$ cat src/rtl/core/tsp_pkg.sv
// ----------------------------------------------------------------------------
// tsp_pkg
// Shared types, constants and helpers of the tar stream parser.
// ----------------------------------------------------------------------------
package tsp_pkg;

    // Widths of the result fields
    localparam int unsigned KIND_W   = 2;
    localparam int unsigned STATUS_W = 3;
    localparam int unsigned ID_W     = 24;
    localparam int unsigned NUM_W    = 36;

    // Result kinds
    localparam logic [KIND_W-1:0] KIND_HEADER  = 2'd0;
    localparam logic [KIND_W-1:0] KIND_PAYLOAD = 2'd1;
    localparam logic [KIND_W-1:0] KIND_END     = 2'd2;
    localparam logic [KIND_W-1:0] KIND_ERROR   = 2'd3;

    // Status codes
    localparam logic [STATUS_W-1:0] ST_OK        = 3'd0;
    localparam logic [STATUS_W-1:0] ST_CHECKSUM  = 3'd1;
    localparam logic [STATUS_W-1:0] ST_OVERSIZE  = 3'd2;
    localparam logic [STATUS_W-1:0] ST_BAD_TYPE  = 3'd3;
    localparam logic [STATUS_W-1:0] ST_TRUNCATED = 3'd4;

    // Header layout, byte offsets within a 512-byte block
    localparam logic [8:0] OFF_MODE   = 9'd100;
    localparam logic [8:0] OFF_UID    = 9'd108;
    localparam logic [8:0] OFF_GID    = 9'd116;
    localparam logic [8:0] OFF_SIZE   = 9'd124;
    localparam logic [8:0] OFF_MTIME  = 9'd136;
    localparam logic [8:0] OFF_CKSUM  = 9'd148;
    localparam logic [8:0] OFF_TYPE   = 9'd156;
    localparam logic [8:0] OFF_MAGIC  = 9'd257;
    localparam logic [8:0] OFF_MAGEND = 9'd262;
    localparam logic [8:0] OFF_PREFIX = 9'd345;
    localparam logic [8:0] OFF_LAST   = 9'd511;

    localparam logic [35:0] SIZE_LIMIT_RESET = 36'd536870912;

    // Type characters
    localparam logic [7:0] CH_ZERO  = 8'h30;
    localparam logic [7:0] CH_ONE   = 8'h31;
    localparam logic [7:0] CH_TWO   = 8'h32;
    localparam logic [7:0] CH_FIVE  = 8'h35;
    localparam logic [7:0] CH_SPACE = 8'h20;
    localparam logic [7:0] CH_SEVEN = 8'h37;

    // Result queue
    localparam int unsigned RES_DEPTH = 4;
    localparam int unsigned RES_AW    = $clog2(RES_DEPTH);

    typedef enum logic [1:0] {
        PH_HEADER,
        PH_PAYLOAD,
        PH_DONE
    } phase_t;

    typedef enum logic [1:0] {
        SCAN_SKIP,
        SCAN_DIGITS,
        SCAN_STOP
    } scan_t;

    typedef struct packed {
        logic [KIND_W-1:0]   kind;
        logic [STATUS_W-1:0] status;
        logic [ID_W-1:0]     mode;
        logic [ID_W-1:0]     uid;
        logic [ID_W-1:0]     gid;
        logic [NUM_W-1:0]    size;
        logic [NUM_W-1:0]    mtime;
        logic [7:0]          etype;
        logic                prefix;
        logic [7:0]          pbyte;
        logic                elast;
        logic                slast;
    } res_t;

    // Plain result: every payload field zero
    function automatic res_t res_simple(input logic [KIND_W-1:0] kind,
                                        input logic [STATUS_W-1:0] status);
        res_t r;
        r        = '0;
        r.kind   = kind;
        r.status = status;
        return r;
    endfunction

    // Characters of the ustar magic
    function automatic logic [7:0] magic_char(input logic [2:0] idx);
        logic [7:0] c;
        unique case (idx)
            3'd0:    c = 8'h75;
            3'd1:    c = 8'h73;
            3'd2:    c = 8'h74;
            3'd3:    c = 8'h61;
            3'd4:    c = 8'h72;
            default: c = 8'h00;
        endcase
        return c;
    endfunction

endpackage

$ cat src/rtl/core/tsp_result_fifo.sv
// ----------------------------------------------------------------------------
// tsp_result_fifo
// Small result queue: takes up to two results a cycle, gives one a cycle while the reader is ready.
// ----------------------------------------------------------------------------
module tsp_result_fifo (
    input  logic          aclk,
    input  logic          aresetn,
    input  logic [1:0]    push_cnt,
    input  tsp_pkg::res_t push0,
    input  tsp_pkg::res_t push1,
    output logic          room_two,
    output logic          out_valid,
    input  logic          out_ready,
    output tsp_pkg::res_t out_data
);
    import tsp_pkg::*;

    res_t              mem_reg [RES_DEPTH];
    logic [RES_AW-1:0] head_reg, tail_reg;
    logic [RES_AW:0]   count_reg;
    logic              pop;
    logic [RES_AW-1:0] tail_p1;

    assign pop       = out_valid && out_ready;
    assign out_valid = (count_reg != '0);
    assign out_data  = mem_reg[head_reg];
    assign room_two  = (count_reg <= (RES_AW+1)'(RES_DEPTH - 2));
    assign tail_p1   = tail_reg + 1'b1;

    // storage
    always_ff @(posedge aclk) begin
        if (push_cnt != 2'd0) begin
            mem_reg[tail_reg] <= push0;
        end
        if (push_cnt == 2'd2) begin
            mem_reg[tail_p1] <= push1;
        end
    end

    // pointers and fill level
    always_ff @(posedge aclk) begin
        if (!aresetn) begin
            head_reg  <= '0;
            tail_reg  <= '0;
            count_reg <= '0;
        end else begin
            if (pop) begin
                head_reg <= head_reg + 1'b1;
            end
            tail_reg  <= tail_reg + RES_AW'(push_cnt);
            count_reg <= count_reg + (RES_AW+1)'(push_cnt) - (RES_AW+1)'(pop);
        end
    end

endmodule

$ cat src/rtl/core/tar_stream_parser.sv
// ----------------------------------------------------------------------------
// tar_stream_parser
// Byte-serial ustar archive reader with header checks and payload pass-on.
// ----------------------------------------------------------------------------
// One archive byte is taken per clock cycle whenever the four-entry result
// queue has room for two results; the byte is parsed in the same cycle and its
// results (at most two) appear on the m_ channel from the next cycle. With the
// result side always ready the parser sustains one byte per cycle. Header
// fields are decoded on the fly, so the checksum, size and type checks are
// done on the last byte of each header block. After an error or the end of
// the archive every byte is taken and dropped until reset.
module tar_stream_parser (
    input  logic        aclk,
    input  logic        aresetn,
    input  logic        cfg_we,
    input  logic [35:0] cfg_wdata,
    input  logic        s_valid,
    output logic        s_ready,
    input  logic [7:0]  s_data_byte,
    input  logic        s_stream_end,
    output logic        m_valid,
    input  logic        m_ready,
    output logic [1:0]  m_result_kind,
    output logic [2:0]  m_status_code,
    output logic [23:0] m_file_mode,
    output logic [23:0] m_owner_id,
    output logic [23:0] m_group_id,
    output logic [35:0] m_entry_size,
    output logic [35:0] m_mod_time,
    output logic [7:0]  m_entry_type,
    output logic        m_prefix_used,
    output logic [7:0]  m_payload_byte,
    output logic        m_entry_last,
    output logic        m_step_last
);
    import tsp_pkg::*;

    // state
    logic [35:0]        limit_reg;
    logic [8:0]         off_reg;
    phase_t             phase_reg, phase_next;
    logic [16:0]        usum_reg, usum_next;
    logic signed [17:0] ssum_reg, ssum_next;
    logic [23:0]        stored_reg, stored_next;
    scan_t              scan_reg, scan_next;
    logic [23:0]        mode_reg, mode_next, uid_reg, uid_next, gid_reg, gid_next;
    logic [35:0]        size_reg, size_next, time_reg, time_next;
    logic [7:0]         type_reg, type_next;
    logic [2:0]         magic_reg, magic_next;
    logic               prefix_reg, prefix_next;
    logic               zero_reg, zero_next;
    logic [1:0]         zblk_reg, zblk_next;
    logic [35:0]        left_reg, left_next;

    // step logic
    logic        take, clr, last, ends, room_two;
    logic [7:0]  b, b_sum;
    logic        in_num, digit, feed;
    logic [2:0]  fsel;
    scan_t       scan_base;
    logic [2:0]  midx;
    logic [7:0]  etype;
    logic        cks_ok;
    logic [1:0]  zb_inc;
    logic [1:0]  n_res;
    res_t        r0, r1, hdr, out_res;

    assign take = s_valid && s_ready;
    assign b    = s_data_byte;
    assign ends = s_stream_end;
    assign clr  = (off_reg == 9'd0);
    assign last = (off_reg == OFF_LAST);
    assign s_ready = room_two;

    // field select for the octal fields: 0 none, 1 mode .. 6 checksum
    always_comb begin
        priority if (off_reg >= OFF_MODE && off_reg < OFF_UID)    fsel = 3'd1;
        else if (off_reg >= OFF_UID && off_reg < OFF_GID)         fsel = 3'd2;
        else if (off_reg >= OFF_GID && off_reg < OFF_SIZE)        fsel = 3'd3;
        else if (off_reg >= OFF_SIZE && off_reg < OFF_MTIME)      fsel = 3'd4;
        else if (off_reg >= OFF_MTIME && off_reg < OFF_CKSUM)     fsel = 3'd5;
        else if (off_reg >= OFF_CKSUM && off_reg < OFF_TYPE)      fsel = 3'd6;
        else                                                      fsel = 3'd0;
    end

    assign in_num = (fsel != 3'd0);
    assign digit  = (b >= CH_ZERO) && (b <= CH_SEVEN);
    assign midx   = 3'(off_reg - OFF_MAGIC);

    // octal scan: skip blanks, take digits, stop at anything else
    always_comb begin
        scan_base = (off_reg == OFF_MODE || off_reg == OFF_UID || off_reg == OFF_GID ||
                     off_reg == OFF_SIZE || off_reg == OFF_MTIME || off_reg == OFF_CKSUM)
                    ? SCAN_SKIP : scan_reg;
        scan_next = scan_base;
        feed      = 1'b0;
        if (in_num) begin
            if (scan_base == SCAN_SKIP && b != CH_SPACE && b != 8'h00) begin
                scan_next = SCAN_DIGITS;
            end
            if (scan_next == SCAN_DIGITS) begin
                if (digit) begin
                    feed = 1'b1;
                end else begin
                    scan_next = SCAN_STOP;
                end
            end
        end
    end

    // header accumulation
    always_comb begin
        b_sum       = (fsel == 3'd6) ? CH_SPACE : b;
        usum_next   = (clr ? 17'd0 : usum_reg) + {9'd0, b_sum};
        ssum_next   = (clr ? 18'sd0 : ssum_reg) + $signed({{10{b_sum[7]}}, b_sum});
        stored_next = clr ? 24'd0 : stored_reg;
        mode_next   = clr ? 24'd0 : mode_reg;
        uid_next    = clr ? 24'd0 : uid_reg;
        gid_next    = clr ? 24'd0 : gid_reg;
        size_next   = clr ? 36'd0 : size_reg;
        time_next   = clr ? 36'd0 : time_reg;
        type_next   = clr ? 8'd0 : type_reg;
        magic_next  = clr ? 3'd0 : magic_reg;
        prefix_next = clr ? 1'b0 : prefix_reg;
        zero_next   = (clr ? 1'b1 : zero_reg) && (b == 8'h00);
        if (feed) begin
            unique case (fsel)
                3'd1:    mode_next   = {mode_next[20:0], b[2:0]};
                3'd2:    uid_next    = {uid_next[20:0], b[2:0]};
                3'd3:    gid_next    = {gid_next[20:0], b[2:0]};
                3'd4:    size_next   = {size_next[32:0], b[2:0]};
                3'd5:    time_next   = {time_next[32:0], b[2:0]};
                3'd6:    stored_next = {stored_next[20:0], b[2:0]};
                default: ;
            endcase
        end
        if (off_reg == OFF_TYPE) begin
            type_next = b;
        end
        if (off_reg >= OFF_MAGIC && off_reg < OFF_MAGEND) begin
            if (magic_next == midx && b == magic_char(midx)) begin
                magic_next = midx + 3'd1;
            end
        end
        if (off_reg == OFF_PREFIX) begin
            prefix_next = (b != 8'h00);
        end
    end

    // header result record and checks
    always_comb begin
        etype       = (type_next == 8'h00) ? CH_ZERO : type_next;
        cks_ok      = ({7'd0, usum_next} == stored_next) ||
                      (!ssum_next[17] && {6'd0, ssum_next} == stored_next);
        zb_inc      = (zblk_reg == 2'd2) ? 2'd2 : zblk_reg + 2'd1;
        hdr         = res_simple(KIND_HEADER, ST_OK);
        hdr.mode    = mode_next;
        hdr.uid     = uid_next;
        hdr.gid     = gid_next;
        hdr.size    = size_next;
        hdr.mtime   = time_next;
        hdr.etype   = etype;
        hdr.prefix  = (magic_next == 3'd5) && prefix_next;
    end

    // results and control for one byte
    always_comb begin
        phase_next = phase_reg;
        zblk_next  = zblk_reg;
        left_next  = left_reg;
        n_res      = 2'd0;
        r0         = res_simple(KIND_END, ST_OK);
        r1         = res_simple(KIND_END, ST_OK);
        unique case (phase_reg)
            PH_HEADER: begin
                if (last) begin
                    if (zero_next) begin
                        zblk_next = zb_inc;
                        if (zb_inc == 2'd2 || ends) begin
                            phase_next = PH_DONE;
                            n_res      = 2'd1;
                        end
                    end else begin
                        zblk_next = 2'd0;
                        n_res     = 2'd1;
                        if (!cks_ok) begin
                            phase_next = PH_DONE;
                            r0         = res_simple(KIND_ERROR, ST_CHECKSUM);
                        end else if (size_next > limit_reg) begin
                            phase_next = PH_DONE;
                            r0         = res_simple(KIND_ERROR, ST_OVERSIZE);
                        end else begin
                            r0 = hdr;
                            if (etype == CH_ZERO && size_next != 36'd0) begin
                                left_next = size_next;
                                if (ends) begin
                                    phase_next = PH_DONE;
                                    n_res      = 2'd2;
                                    r1 = res_simple(KIND_ERROR, ST_TRUNCATED);
                                end else begin
                                    phase_next = PH_PAYLOAD;
                                end
                            end else if (etype != CH_ZERO && etype != CH_ONE &&
                                         etype != CH_TWO && etype != CH_FIVE) begin
                                phase_next = PH_DONE;
                                n_res      = 2'd2;
                                r1 = res_simple(KIND_ERROR, ST_BAD_TYPE);
                            end else if (ends) begin
                                phase_next = PH_DONE;
                                n_res      = 2'd2;
                            end
                        end
                    end
                end else if (ends) begin
                    phase_next = PH_DONE;
                    n_res      = 2'd1;
                    if (zblk_reg == 2'd0) begin
                        r0 = res_simple(KIND_ERROR, ST_TRUNCATED);
                    end
                end
            end
            PH_PAYLOAD: begin
                if (left_reg != 36'd0) begin
                    left_next = left_reg - 36'd1;
                    r0        = res_simple(KIND_PAYLOAD, ST_OK);
                    r0.pbyte  = b;
                    r0.elast  = (left_next == 36'd0);
                    n_res     = 2'd1;
                end
                if (ends) begin
                    phase_next = PH_DONE;
                    if (n_res == 2'd1) begin
                        n_res = 2'd2;
                        if (!(last && left_next == 36'd0)) begin
                            r1 = res_simple(KIND_ERROR, ST_TRUNCATED);
                        end
                    end else begin
                        n_res = 2'd1;
                        if (!(last && left_next == 36'd0)) begin
                            r0 = res_simple(KIND_ERROR, ST_TRUNCATED);
                        end
                    end
                end else if (last && left_next == 36'd0) begin
                    phase_next = PH_HEADER;
                end
            end
            default: ;
        endcase
        r0.slast = (n_res == 2'd1);
        r1.slast = 1'b1;
    end

    // configuration register
    always_ff @(posedge aclk) begin
        if (!aresetn) begin
            limit_reg <= SIZE_LIMIT_RESET;
        end else if (cfg_we) begin
            limit_reg <= cfg_wdata;
        end
    end

    // parser state
    always_ff @(posedge aclk) begin
        if (!aresetn) begin
            off_reg    <= '0;
            phase_reg  <= PH_HEADER;
            usum_reg   <= '0;
            ssum_reg   <= '0;
            stored_reg <= '0;
            scan_reg   <= SCAN_SKIP;
            mode_reg   <= '0;
            uid_reg    <= '0;
            gid_reg    <= '0;
            size_reg   <= '0;
            time_reg   <= '0;
            type_reg   <= '0;
            magic_reg  <= '0;
            prefix_reg <= 1'b0;
            zero_reg   <= 1'b1;
            zblk_reg   <= '0;
            left_reg   <= '0;
        end else if (take && phase_reg != PH_DONE) begin
            off_reg   <= off_reg + 9'd1;
            phase_reg <= phase_next;
            zblk_reg  <= zblk_next;
            left_reg  <= left_next;
            if (phase_reg == PH_HEADER) begin
                usum_reg   <= usum_next;
                ssum_reg   <= ssum_next;
                stored_reg <= stored_next;
                scan_reg   <= scan_next;
                mode_reg   <= mode_next;
                uid_reg    <= uid_next;
                gid_reg    <= gid_next;
                size_reg   <= size_next;
                time_reg   <= time_next;
                type_reg   <= type_next;
                magic_reg  <= magic_next;
                prefix_reg <= prefix_next;
                zero_reg   <= zero_next;
            end
        end
    end

    // result queue
    tsp_result_fifo u_fifo (
        .aclk      (aclk),
        .aresetn   (aresetn),
        .push_cnt  ((take && phase_reg != PH_DONE) ? n_res : 2'd0),
        .push0     (r0),
        .push1     (r1),
        .room_two  (room_two),
        .out_valid (m_valid),
        .out_ready (m_ready),
        .out_data  (out_res)
    );

    assign m_result_kind  = out_res.kind;
    assign m_status_code  = out_res.status;
    assign m_file_mode    = out_res.mode;
    assign m_owner_id     = out_res.uid;
    assign m_group_id     = out_res.gid;
    assign m_entry_size   = out_res.size;
    assign m_mod_time     = out_res.mtime;
    assign m_entry_type   = out_res.etype;
    assign m_prefix_used  = out_res.prefix;
    assign m_payload_byte = out_res.pbyte;
    assign m_entry_last   = out_res.elast;
    assign m_step_last    = out_res.slast;

endmodule

$ cat config.mk
export PLATFORM = sky130hd
export DESIGN_NAME = tar_stream_parser
export DESIGN_NICKNAME = d
export VERILOG_FILES = /design/src/rtl/core/tsp_pkg.sv /design/src/rtl/core/tsp_result_fifo.sv /design/src/rtl/core/tar_stream_parser.sv
export SDC_FILE = /design/constraint.sdc
export NUM_CORES = 2
export LEC_CHECK = 0
export ABC_CLOCK_PERIOD_IN_PS = 11300
export CORE_UTILIZATION = 40
export DETAILED_ROUTE_END_ITERATION = 10
export DONT_BUFFER_PORTS = 1
export PLACE_DENSITY_LB_ADDON = 0.3
export SYNTH_ARGS = -nofsm -noshare
export SYNTH_HDL_FRONTEND = slang
export SYNTH_SLANG_ARGS = --single-unit
$ cat constraint.sdc
create_clock -name aclk -period 11.3 [get_ports aclk]
set_input_delay 2.26 -clock aclk [delete_from_list [all_inputs] [get_ports aclk]]
set_output_delay 2.26 -clock aclk [all_outputs]
set_load 0.005 [all_outputs]
==> flow_summary_export.csv <==
group,metric,value,unit
status,status,"finished, final reports clean",
routing,drtIter0Drc,3268,
global_route,grt_pass1_wl,218000,µm
sta,timing.fmax,111,MHz
cells_and_area,final_common_cell,"dfxtp_1",
die,io_pins,220,
sta,rsz0062_at_grt,"false",
setup_path,startpoint_type,"flop",
placement,place_congestion,0.914,
setup_path,criticalPathCategory,"flop to flop",
sta,clock_skew,38.3,ps
power,p_per_area,171,mW/mm²
clock_tree,clk_latency,720,ps
clock_tree,clk_pin_slew_worst_paths,60,ps
clock_tree,post_cts_buffers,0,
die,initial_core_util,40.3,%
cells_and_area,n_fill_cell,11200,
logic_synthesis,synthDistinctLibCells,94,
setup_path,crit_buf_inv,3,
cells_and_area,final_cell_mix,"dfxtp_1 (966), nand3_1 (797), o21ai_0 (656)",
setup_path,path_delay_family,"simple AND/OR/NAND/NOR gates",
die,die_h,344,µm
power,worst_ir_drop_vdd,0.133,mV
setup_path,cpMostUsedCell,"or2_2",
logic_synthesis,ys_ff_latch,984,
clock_tree,cts_root_buffer,"clkbuf_16",
cells_and_area,largest_register_ffs,672,
logic_synthesis,synthFlopType,"dfxtp_1",
clock_tree,cts_tree,"yes",
placement,io_buffer_count,0,
cells_and_area,nets,5004,
sta,relSlewSlack,21.3,%
cells_and_area,finish.instance_area,0.0512,mm²
die,die_area,0.118,mm²
placement,placed_area,0.0475,mm²
die,rows,125,
flow_run,cap_violations,0,
routing,dr.pass1.iters,6,
hold_path,hold_depth,2,
routing,drc,0,
logic_synthesis,synthesis.nets,5309,
cells_and_area,syn_to_final_growth,9.48,%
sta,finalSetupTns,0,ps
setup_path,worstSetupPathDepth,25,
power,leakagePower,0.0177,µW
global_route,gr-total-overflow,0,
routing,detail-route-antenna-nets,0,
die,die_w,344,µm
sta,setup_viol,0,
clock_tree,hold_buffers,0,
placement,detailed_place_hpwl,88700,µm
cells_and_area,final_util,44.1,%
sta,hold_viol,0,
setup_path,reg2reg_depth,25,
logic_synthesis,synth_async_sr_flop_share,0,%
setup_path,slowest_stage,"or3_4",
setup_path,crit_fanout,105,
clock_tree,post_cts_resize_count,0,
sta,worstMarginPinSlew,1170,ps
logic_synthesis,yosysSeqAreaShare,42.5,%
clock_tree,htree_levels,3,
global_route,antenna_found_initial,1,
clock_tree,clock-sinks,984,
hold_path,hold_class,"flop to flop",
logic_synthesis,yosysWarnings,0,
setup_path,crit_path_end_kind,"flop",
logic_synthesis,syn_area,0.0468,mm²
global_route,grt_start_max_net_pins,324,
sta,min_period_over_period,79.8,%
clock_tree,numCtsBuffers,105,
routing,vias,38300,
cells_and_area,drive_above_1_share,11.7,%
setup_path,crit_arrival,9410,ps
sta,final.min_clock_period,9010,ps
global_route,grtUsageTotal,23.3,%
logic_synthesis,synth_edf_count,16,
routing,wl,142000,µm
logic_synthesis,syn_avg_cell_area,9.00,µm²
routing,wl_per_cell,21.8,µm
die,fp.coreArea,0.116,mm²
routing,viasPerCell,5.89,
clock_tree,clk_path_buf_depth,3,
sta,maxSlewViolCount,0,
global_route,grt_pass1_vias,35700,
setup_path,required,11700,ps
setup_path,critical-path-max-stage-delay,870,ps
logic_synthesis,syn_inst,5192,
[through the flow]
step	setup WS (ps)	hold slack [ps]	power [µW]	cells
2_1_floorplan	2630	430	4830	5192
3_3_place_gp	1900	443	5220	6304
3_5_place_dp	1700	453	5230	6304
4_1_cts	2310	461	8830	6499
5_1_grt	1700	476	9130	6499
6_report	2290	457	8770	6500
[cell usage after synthesis, types with 16 or more instances]
master    number  share of area [%]
nand4_1       32               0.43
buf_2         64               0.69
and2_1        60               0.80
a21oi_1       94                1.0
o22ai_1       17               0.23
o211a_1       31               0.66
nand2_1      347                2.8
o211ai_1      19               0.31
ha_1          65                1.7
clkbuf_1     332                2.7
mux4_2       168                8.1
xor2_1        31               0.58
o21ai_1      129                1.4
buf_1         68               0.55
a21boi_0      53               0.85
or3_1         18               0.24
and3_1        27               0.36
nand3_1      801                8.6
a31oi_1       26               0.35
nor2b_1      195                2.6
nor3_1        58               0.62
mux2i_1       87                1.9
nor4_1        33               0.44
edfxtp_1      16                1.0
nor2_1       161                1.3
xnor2_1       74                1.4
a22oi_1      135                2.2
inv_1         74               0.59
mux2_2       100                2.4
o21ai_0      656                7.0
dfxtp_1      968                 41
[layout make-up]
cell class                 instances  area [µm²]  share of cell area, %
clock buffer                     154        3100                   6.06
clock inverter                    41         562                   1.10
sequential                       984       19900                   38.8
tap                             1524        1910                   3.73
antenna                            1        2.50                0.00489
inverter                          76         285                  0.557
timing repair buffer              70         663                   1.30
multi-input combinational       3650       24800                   48.4
[kinds of logic after synthesis]
| kind of cell | share of synthesized area [%] |
|---|---|
| fa+ha+maj | 1.95 |
| buf+inv | 4.92 |
| compound gates | 16.7 |
| flops | 42.5 |
| simple gates | 19.5 |
| mux | 12.4 |
| xor+xnor | 2.06 |
[power by group]
group          total [µW]  switching [µW]  internal, µW
Clock                3600            1500          2100
Combinational        1510             999           513
Sequential           3650             115          3540
[worst register-to-register path, cell delays in order, from the launching register on]
cell	delay [ps]
dfxtp_1	580
inv_1	260
ha_1	340
nor2b_1	160
o2111a_1	340
or4_1	590
and2_1	260
nand2_1	100
or2_2	130
buf_4	500
mux2i_1	200
nor2_1	670
ha_1	390
and4_1	180
nand3_1	110
nor3_1	70
a31oi_1	220
a21oi_1	80
a221oi_1	560
or2_2	270
or2_2	120
o31ai_2	130
a211oi_2	810
or3_4	870
buf_12	520
nand2_1	260
[final timing paths]
check | slack, ps | end | from
worst max-delay path | 2290 | u_fifo.mem_reg[0][164]$_DFFE_PP_ | off_reg[0]$_SDFFE_PN0P_
worst max register to register | 2290 | u_fifo.mem_reg[0][164]$_DFFE_PP_ | off_reg[0]$_SDFFE_PN0P_
worst min register to register | 460 | u_fifo.mem_reg[0][121]$_SDFFE_PP0N_ | u_fifo.mem_reg[0][121]$_SDFFE_PP0N_
worst min-delay path | 460 | u_fifo.mem_reg[0][121]$_SDFFE_PP0N_ | u_fifo.mem_reg[0][121]$_SDFFE_PP0N_
[layer usage]
layer	wire [µm]	track usage, %	up-vias
met5	0	0	-
met4	4640	8.40	0
met3	9250	4.25	232
met2	66800	38.0	1118
met1	61100	30.7	18700
li1	-	-	18300
Note: power is estimated with default switching activity, not from simulation.
